==> config.mk <==
export PLATFORM = sky130hd
export DESIGN_NAME = deadline_ordered_task_queue
export DESIGN_NICKNAME = d
export VERILOG_FILES = /design/src/rtl/dotq_pkg.sv /design/src/rtl/dotq_ram.sv /design/src/rtl/dotq_cmp.sv /design/src/rtl/deadline_ordered_task_queue.sv
export SDC_FILE = /design/constraint.sdc
export NUM_CORES = 1
export LEC_CHECK = 0
export ABC_AREA = 0
export BUFFER_PORTS_ARGS = -buffer_cell sky130_fd_sc_hd__buf_2
export CORE_MARGIN = 5
export CORE_UTILIZATION = 55
export CTS_CLUSTER_SIZE = 24
export DETAILED_ROUTE_END_ITERATION = 16
export PLACE_DENSITY = 0.73
export SYNTH_ARGS = -nofsm -noshare
export SYNTH_HDL_FRONTEND = slang
export SYNTH_SLANG_ARGS = --single-unit
==> constraint.sdc <==
create_clock -name clk_i -period 6.9 [get_ports clk_i]
set_input_delay 1.035 -clock clk_i [delete_from_list [all_inputs] [get_ports clk_i]]
set_output_delay 1.035 -clock clk_i [all_outputs]
set_load 0.01 [all_outputs]
==> src/rtl/dotq_pkg.sv <==
// ----------------------------------------------------------------------------
// dotq_pkg
// Shared types and constants of the deadline-ordered task queue.
// ----------------------------------------------------------------------------
`default_nettype none

package dotq_pkg;

  localparam int unsigned DEPTH   = 16;
  localparam int unsigned AW      = (DEPTH > 1) ? $clog2(DEPTH) : 1;
  localparam int unsigned CW      = $clog2(DEPTH + 1);
  localparam int unsigned ID_W    = 8;
  localparam int unsigned DL_W    = 32;
  localparam int unsigned ENTRY_W = ID_W + DL_W;
  localparam int unsigned TOTAL_W = 5;
  localparam int unsigned REQ_W   = 2;
  localparam int unsigned STAT_W  = 2;

  typedef enum logic [REQ_W-1:0] {
    REQ_SORTED  = 2'd0,
    REQ_TAIL    = 2'd1,
    REQ_EXTRACT = 2'd2
  } req_e;

  typedef enum logic [STAT_W-1:0] {
    ST_OK        = 2'd0,
    ST_FULL      = 2'd1,
    ST_NOT_FOUND = 2'd2
  } status_e;

  typedef struct packed {
    logic [ID_W-1:0] tid;
    logic [DL_W-1:0] dl;
  } entry_t;

endpackage

`default_nettype wire

==> src/rtl/dotq_ram.sv <==
// ----------------------------------------------------------------------------
// dotq_ram
// Generic single-write, single-read RAM with registered read data.
// ----------------------------------------------------------------------------
`default_nettype none

module dotq_ram #(
  parameter int unsigned WIDTH = 8,
  parameter int unsigned DEPTH = 16
) (
  input  wire logic                                     clk_i,
  input  wire logic                                     we_i,
  input  wire logic [((DEPTH > 1) ? $clog2(DEPTH) : 1)-1:0] waddr_i,
  input  wire logic [WIDTH-1:0]                         wdata_i,
  input  wire logic [((DEPTH > 1) ? $clog2(DEPTH) : 1)-1:0] raddr_i,
  output logic      [WIDTH-1:0]                         rdata_o
);

  logic [WIDTH-1:0] mem_q [DEPTH];

  always_ff @(posedge clk_i) begin
    if (we_i) begin
      mem_q[waddr_i] <= wdata_i;
    end
    rdata_o <= mem_q[raddr_i];
  end

endmodule

`default_nettype wire

==> src/rtl/dotq_cmp.sv <==
// ----------------------------------------------------------------------------
// dotq_cmp
// Shared compare unit: deadline order test for sorted insert, id match for
// extract. Used once per visited slot.
// ----------------------------------------------------------------------------
`default_nettype none

module dotq_cmp (
  input  wire logic            by_deadline_i,
  input  wire dotq_pkg::entry_t key_i,
  input  wire dotq_pkg::entry_t slot_i,
  output logic                 hit_o
);
  import dotq_pkg::*;

  always_comb begin
    if (by_deadline_i) begin
      hit_o = (key_i.dl <= slot_i.dl);
    end else begin
      hit_o = (key_i.tid == slot_i.tid);
    end
  end

endmodule

`default_nettype wire

==> src/rtl/deadline_ordered_task_queue.sv <==
// ----------------------------------------------------------------------------
// deadline_ordered_task_queue
// Earliest-deadline-first task list held in a RAM, walked one slot at a
// time by a small sequencer around one shared compare unit.
// ----------------------------------------------------------------------------
//  channel | direction | handshake              | payload
//  in      | input     | in_valid_i / in_stall_o | req_type_i, task_id_i, deadline_i
//  out     | output    | out_valid_o / out_stall_i | status_o, head_valid_o, head_task_o,
//          |           |                        | head_deadline_o, entry_total_o
//
// One request at a time: each visited slot is read (S_SCAN), then compared
// (S_TEST); each moved entry is read, then written back; the shift or pull
// then ends, an insert is placed (S_PLACE), and the result is reported.
// Visited and moved slots never exceed DEPTH together.
// Reset empties the list; slot contents stay undefined until written.
// A stalled result holds in the output register; the next result waits in
// the reporting state, so new requests stall.
// ----------------------------------------------------------------------------
`default_nettype none

module deadline_ordered_task_queue (
  input  wire logic                          clk_i,
  input  wire logic                          rst_ni,
  input  wire logic                          in_valid_i,
  output logic                               in_stall_o,
  input  wire logic [dotq_pkg::REQ_W-1:0]    req_type_i,
  input  wire logic [dotq_pkg::ID_W-1:0]     task_id_i,
  input  wire logic [dotq_pkg::DL_W-1:0]     deadline_i,
  output logic                               out_valid_o,
  input  wire logic                          out_stall_i,
  output logic [dotq_pkg::STAT_W-1:0]        status_o,
  output logic                               head_valid_o,
  output logic [dotq_pkg::ID_W-1:0]          head_task_o,
  output logic [dotq_pkg::DL_W-1:0]          head_deadline_o,
  output logic [dotq_pkg::TOTAL_W-1:0]       entry_total_o
);
  import dotq_pkg::*;

  typedef enum logic [8:0] {
    S_IDLE    = 9'b000000001,
    S_SCAN    = 9'b000000010,
    S_TEST    = 9'b000000100,
    S_MOVE    = 9'b000001000,
    S_MOVE_WR = 9'b000010000,
    S_PLACE   = 9'b000100000,
    S_PULL    = 9'b001000000,
    S_PULL_WR = 9'b010000000,
    S_DONE    = 9'b100000000
  } state_e;

  state_e            state_q, state_d;
  logic [CW-1:0]     idx_q, idx_d;
  logic [CW-1:0]     pos_q, pos_d;
  logic [CW-1:0]     count_q, count_d;
  logic [REQ_W-1:0]  req_q, req_d;
  status_e           status_q, status_d;
  entry_t            key_q, key_d;
  entry_t            head_q;

  logic [CW-1:0]     idx_inc, idx_dec;
  logic              hit;

  logic              ram_we;
  logic [AW-1:0]     ram_waddr;
  logic [AW-1:0]     ram_raddr;
  entry_t            ram_wdata;
  entry_t            ram_rdata;

  logic              load_out;
  logic              out_valid_q;
  status_e           out_status_q;
  logic              out_head_valid_q;
  entry_t            out_head_q;
  logic [CW-1:0]     out_total_q;

  assign idx_inc = idx_q + CW'(1);
  assign idx_dec = idx_q - CW'(1);

  dotq_ram #(
    .WIDTH (ENTRY_W),
    .DEPTH (DEPTH)
  ) u_ram (
    .clk_i   (clk_i),
    .we_i    (ram_we),
    .waddr_i (ram_waddr),
    .wdata_i (ram_wdata),
    .raddr_i (ram_raddr),
    .rdata_o (ram_rdata)
  );

  dotq_cmp u_cmp (
    .by_deadline_i (req_q != REQ_EXTRACT),
    .key_i         (key_q),
    .slot_i        (ram_rdata),
    .hit_o         (hit)
  );

  assign in_stall_o = (state_q != S_IDLE);

  always_comb begin
    state_d   = state_q;
    idx_d     = idx_q;
    pos_d     = pos_q;
    count_d   = count_q;
    req_d     = req_q;
    status_d  = status_q;
    key_d     = key_q;
    ram_we    = 1'b0;
    ram_waddr = idx_q[AW-1:0];
    ram_wdata = ram_rdata;
    ram_raddr = '0;
    load_out  = 1'b0;

    unique case (state_q)
      S_IDLE: begin
        if (in_valid_i) begin
          req_d    = req_type_i;
          key_d    = '{tid: task_id_i, dl: deadline_i};
          status_d = ST_OK;
          idx_d    = '0;
          unique case (req_type_i) inside
            REQ_SORTED, REQ_TAIL: begin
              if (count_q == CW'(DEPTH)) begin
                status_d = ST_FULL;
                state_d  = S_DONE;
              end else if (req_type_i == REQ_TAIL || count_q == '0) begin
                pos_d   = count_q;
                idx_d   = count_q;
                state_d = S_MOVE;
              end else begin
                state_d = S_SCAN;
              end
            end
            REQ_EXTRACT: begin
              if (count_q == '0) begin
                status_d = ST_NOT_FOUND;
                state_d  = S_DONE;
              end else begin
                state_d = S_SCAN;
              end
            end
            default: state_d = S_DONE;
          endcase
        end
      end
      S_SCAN: begin
        ram_raddr = idx_q[AW-1:0];
        state_d   = S_TEST;
      end
      S_TEST: begin
        if (hit) begin
          pos_d = idx_q;
          if (req_q == REQ_EXTRACT) begin
            state_d = S_PULL;
          end else begin
            idx_d   = count_q;
            state_d = S_MOVE;
          end
        end else if (idx_inc == count_q) begin
          if (req_q == REQ_EXTRACT) begin
            status_d = ST_NOT_FOUND;
            state_d  = S_DONE;
          end else begin
            pos_d   = count_q;
            idx_d   = count_q;
            state_d = S_MOVE;
          end
        end else begin
          idx_d   = idx_inc;
          state_d = S_SCAN;
        end
      end
      // open a gap: shift entries toward the tail, last one first
      S_MOVE: begin
        if (idx_q > pos_q) begin
          ram_raddr = idx_dec[AW-1:0];
          state_d   = S_MOVE_WR;
        end else begin
          state_d = S_PLACE;
        end
      end
      S_MOVE_WR: begin
        ram_we    = 1'b1;
        ram_waddr = idx_q[AW-1:0];
        idx_d     = idx_dec;
        state_d   = S_MOVE;
      end
      S_PLACE: begin
        ram_we    = 1'b1;
        ram_waddr = pos_q[AW-1:0];
        ram_wdata = key_q;
        count_d   = count_q + CW'(1);
        state_d   = S_DONE;
      end
      // close the gap: pull later entries toward the head
      S_PULL: begin
        if (idx_inc < count_q) begin
          ram_raddr = idx_inc[AW-1:0];
          state_d   = S_PULL_WR;
        end else begin
          count_d = count_q - CW'(1);
          state_d = S_DONE;
        end
      end
      S_PULL_WR: begin
        ram_we    = 1'b1;
        ram_waddr = idx_q[AW-1:0];
        idx_d     = idx_inc;
        state_d   = S_PULL;
      end
      S_DONE: begin
        if (!out_valid_q || !out_stall_i) begin
          load_out = 1'b1;
          state_d  = S_IDLE;
        end
      end
      default: state_d = S_IDLE;
    endcase
  end

  always_ff @(posedge clk_i or negedge rst_ni) begin
    if (!rst_ni) begin
      state_q     <= S_IDLE;
      count_q     <= '0;
      idx_q       <= '0;
      pos_q       <= '0;
      req_q       <= '0;
      status_q    <= ST_OK;
      out_valid_q <= 1'b0;
    end else begin
      state_q  <= state_d;
      count_q  <= count_d;
      idx_q    <= idx_d;
      pos_q    <= pos_d;
      req_q    <= req_d;
      status_q <= status_d;
      if (load_out) begin
        out_valid_q <= 1'b1;
      end else if (!out_stall_i) begin
        out_valid_q <= 1'b0;
      end
    end
  end

  // payload registers
  always_ff @(posedge clk_i) begin
    key_q <= key_d;
    // track slot 0 so the head is known without a read
    if (ram_we && ram_waddr == '0) begin
      head_q <= ram_wdata;
    end
    if (load_out) begin
      out_status_q     <= status_q;
      out_head_valid_q <= (count_q != '0);
      out_head_q       <= (count_q != '0) ? head_q : '0;
      out_total_q      <= count_q;
    end
  end

  assign out_valid_o     = out_valid_q;
  assign status_o        = out_status_q;
  assign head_valid_o    = out_head_valid_q;
  assign head_task_o     = out_head_q.tid;
  assign head_deadline_o = out_head_q.dl;
  assign entry_total_o   = TOTAL_W'(out_total_q);

`ifndef SYNTH
  a_count_bound: assert property (@(posedge clk_i) disable iff (!rst_ni)
    count_q <= CW'(DEPTH))
    else $error("entry count beyond depth");

  a_full_total: assert property (@(posedge clk_i) disable iff (!rst_ni)
    out_valid_o && status_o == ST_FULL |-> entry_total_o == TOTAL_W'(DEPTH))
    else $error("full status with room left");

  a_move_in_range: assert property (@(posedge clk_i) disable iff (!rst_ni)
    state_q == S_MOVE_WR |-> idx_q <= count_q && idx_q > pos_q)
    else $error("shift write outside the list");

  a_accept_busy: assert property (@(posedge clk_i) disable iff (!rst_ni)
    in_valid_i && !in_stall_o |=> in_stall_o)
    else $error("request accepted without starting work");
`endif

endmodule

`default_nettype wire

==> results by group <==
Run status
  • Run status: complete, no violations

Timing
  • Worst Hold Slack: 446 ps
  • Post-layout minimum cycle time: 4720 ps
  • Transition time of the tightest slew-check pin: 1190 ps
  • TNS Setup: 0 ps
  • Setup Viol. Count Final: 0
  • Hold Vio Cnt, Final: 0
  • Worst-case clock skew: 30.8 ps
  • Unrepaired setup endpoints after global routing: no
  • Max-slew violation total from the final report: 0
  • Worst slew margin relative to its limit: 0.204
  • Final worst-path setup slack: 2180 ps
  • Fin crit share: 0.685
  • Highest achievable clock rate: 0.212 GHz

Synth
  • Register area share after synthesis: 0.707
  • Synth warn: 0
  • Main flop type after synthesis: sky130_fd_sc_hd__edfxtp_1
  • Gate Count Post-Synth: 2106
  • Area of the mapped netlist: 33100 um2
  • Share of flip-flops with an asynchronous set or reset after synthesis: 0.0364
  • Post-Syn Nets: 2200
  • Number of synthesized flops with an enable pin: 728
  • Distinct cell type count of the synthesized netlist: 74
  • Per-instance average area after synthesis: 15.7 um2
  • Flip-flop and latch count after synthesis: 797

Setup path
  • Critical-path cell with the highest stage delay: sky130_fd_sc_hd__buf_12
  • Setup slack, reg-to-reg: 2180 ps
  • CP cell instances: ha_1 -> nand3_1 -> xor2_1 -> inv_1 -> ha_1 -> and3_1 -> o21ai_0 -> nand4_1 -> o311ai_4 -> buf_12 -> mux2i_1 -> mux2i_1 -> a22oi_1 -> o211ai_1
  • Worst reg-to-reg path cell count: 14
  • Arrival time at the worst endpoint: 5180 ps
  • Crit path required time: 7360 ps
  • Reg-to-reg critical path endpoint: u_ram.rdata_o[27]$_DFF_P_
  • Worst setup path class: reg -> reg
  • Maximum cell stage delay along the critical path: 600 ps
  • Origin of the critical flop-to-flop path: idx_q[0]$_DFFE_PN0P_
  • Worst Path Max Fanout: 123
  • Setup crit start kind: flip-flop
  • Critical path capture point type: flip-flop

Power
  • Max rail drop VDD: 0.377 mV
  • Leakage: 12.2 nW
  • Power density over the cells: 368 nW/um2

Floorplanning
  • Effective utilization at floorplan: 0.551
  • Horizontal extent of the die: 255 um
  • Core region area: 60000 um2
  • Die area: 65200 um2
  • Die Span Y: 255 um
  • Ports placed on the boundary: 96
  • Row count: 90

Worst hold path
  • Hold path start: status_q[1]$_DFFE_PN0P_
  • Number of cells on the worst hold path: 0
  • Tightest Hold Check Type: reg -> reg
  • Hold Path End: status_o[1]$_DFFE_PP_

Detailed routing
  • Final wirelength: 75.7 mm
  • Iteration count of the initial detailed-routing pass: 5
  • Total vias in the final route: 18500
  • Count of routing violations after the opening detailed-route iteration: 1952
  • Post-route DRC: 0
  • Antenna-violating nets left: 0
  • Ratio of routed vias to standard cells: 5.98
  • Drt wl/cell: 24.5 um

Placement
  • GP Congestion: 0.901
  • Detailed-placement wirelength estimate: 45.4 mm
  • Placed cells: 2942
  • Quantity of I/O buffers inserted on ports: 95
  • Setup WS pre-CTS: 2430 ps

Clock network
  • Clk Latency, worst-skew pair: 630 ps
  • Number of buffers inserted during clock tree synthesis: 82
  • CTS tree: yes
  • Sink count of the clock tree: 797
  • CTS-repair resized insts: 0
  • Root cell of the clock tree: sky130_fd_sc_hd__clkbuf_16
  • Post-cts hold buffer count: 0
  • Number of levels in the clock H-tree: 3
  • CTS Buffer Depth: 3
  • Register clock-pin slew on the reported worst setup and hold paths: 60 ps
  • Number of post-CTS setup repair buffers: 0

Run
  • Total of max-cap violations: 0

Layout
  • Number of nets at the end of the flow: 2338
  • Fraction of final layout cells sized beyond drive strength 1: 0.170
  • Post-layout instance count excluding filler cells: 3094
  • Synth-to-layout area growth: 12.7%

Global route
  • Total GRT Usage: 0.231
  • Global-route wire length before repair: 114 mm
  • Remaining global-route overflow: 0
  • Via count of the first global-routing pass: 18800
  • Antenna violations before repair: 1
  • Pin count of the biggest net entering global routing: 149
-- power by group --
part	leakage [nW]	switching [mW]	internal (mW)	total (mW)
clock network	1.36	1.83	2.72	4.54
logic	3.56	1.97	0.929	2.90
registers	7.30	0.228	6.04	6.26
total	12.2	4.02	9.68	13.7
-- cell usage in the layout, fill, tap and decap left out, types with 20 or more instances in the layout --
master	instances
sky130_fd_sc_hd__a21oi_1	68
sky130_fd_sc_hd__a22oi_1	43
sky130_fd_sc_hd__and2_1	44
sky130_fd_sc_hd__buf_2	96
sky130_fd_sc_hd__buf_4	61
sky130_fd_sc_hd__clkbuf_16	83
sky130_fd_sc_hd__dfrtp_1	28
sky130_fd_sc_hd__dfxtp_1	40
sky130_fd_sc_hd__edfxtp_1	728
sky130_fd_sc_hd__ha_1	47
sky130_fd_sc_hd__inv_1	59
sky130_fd_sc_hd__mux2_2	73
sky130_fd_sc_hd__mux2i_1	330
sky130_fd_sc_hd__nand2_1	144
sky130_fd_sc_hd__nand3_1	20
sky130_fd_sc_hd__nor2_1	64
sky130_fd_sc_hd__o211ai_1	83
sky130_fd_sc_hd__o21ai_0	52
-- cell usage after synthesis (all sizes together) (6+ instances only) --
cell / instances / area (um2)
clkbuf: 36 / 135
o21ai: 60 / 300
mux2: 81 / 912
xor2: 14 / 123
nor2: 81 / 304
nor2b: 6 / 37.5
a21oi: 69 / 345
nand4: 12 / 75.1
dfrtp: 28 / 701
and2: 45 / 282
inv: 62 / 233
buf: 70 / 593
a31oi: 12 / 90.1
nand2: 144 / 541
ha: 47 / 588
nor3: 9 / 56.3
edfxtp: 728 / 21900
nand3: 20 / 100
a21o: 14 / 105
o211ai: 83 / 623
a22oi: 43 / 323
dfxtp: 40 / 801
mux2i: 330 / 3300
-- layer usage --
metal / global-route usage / wire, um / up-vias / part of all wire
li1: - / - / 8360 / -
met1: 0.324 / 31800 / 9311 / 0.42
met2: 0.380 / 36800 / 709 / 0.49
met3: 0.0375 / 5070 / 122 / 0.067
met4: 0.0688 / 1920 / 0 / 0.025
met5: 0 / 0 / - / 0
-- flip-flops by register name, indices dropped and copies added (netlist names), 5 cells and up --
signal           cells
count_q              5
entry_total_o        5
head_deadline_o     32
head_task_o          8
idx_q                5
key_q               40
pos_q                5
state_q              9
u_ram.mem_q        640
u_ram.rdata_o       40
-- critical path, delay by kind of cell (launching register included) --
family | cells | cell delay (ps)
simple gates | 3 | 560
fa+ha+maj | 2 | 670
compound gates | 4 | 1070
xor+xnor | 1 | 290
flops | 1 | 590
mux | 2 | 480
buf+inv | 2 | 690
-- how the worst max path moves through the flow --
stage / cells past startpoint / endpoint / start
CTS: 14 / u_ram.rdata_o[27]$_DFF_P_ / idx_q[0]$_DFFE_PN0P_
detailed placement: 14 / u_ram.rdata_o[27]$_DFF_P_ / idx_q[0]$_DFFE_PN0P_
floorplan: 4 / entry_total_o[0]$_DFFE_PP_ / state_q[5]$_DFFE_PN0P_
global route: 14 / u_ram.rdata_o[27]$_DFF_P_ / idx_q[0]$_DFFE_PN0P_
global placement: 12 / u_ram.rdata_o[27]$_DFF_P_ / idx_q[2]$_DFFE_PN0P_
finish: 14 / u_ram.rdata_o[27]$_DFF_P_ / idx_q[0]$_DFFE_PN0P_
-- cell type report --
type	instances	area [um2]
diodes	1	2.50
clock buffers	104	2200
clock inverters	47	588
fillers	4281	22700
inverters	62	233
multi-input cells	1141	8900
flip-flops and latches	797	23400
well taps	782	978
repair buffers	160	998
-- per-stage QoR --
stage,area [um2],util,power [mW]
after global placement,34500,0.574,9.13
after floorplan,33100,-,8.19
final,37300,0.621,13.7
after CTS,37300,0.621,13.8
after detailed placement,34500,0.575,9.22
after global routing,37300,0.621,14.3
-- cells by family (layout without fill, tap and decap cells) --
kind of cell,Yosys count,in the layout,synth area share
buffers and inverters,168,373,0.0290
multiplexers,411,411,0.127
AND/OR/NAND/NOR,348,348,0.0501
AO/OA/AOI/OAI,315,315,0.0632
adder cells (fa/ha/maj),48,48,0.0184
other,0,1,0
flip-flops,797,797,0.707
XOR/XNOR,19,19,0.00503
Note: power is estimated with default switching activity, not from simulation.
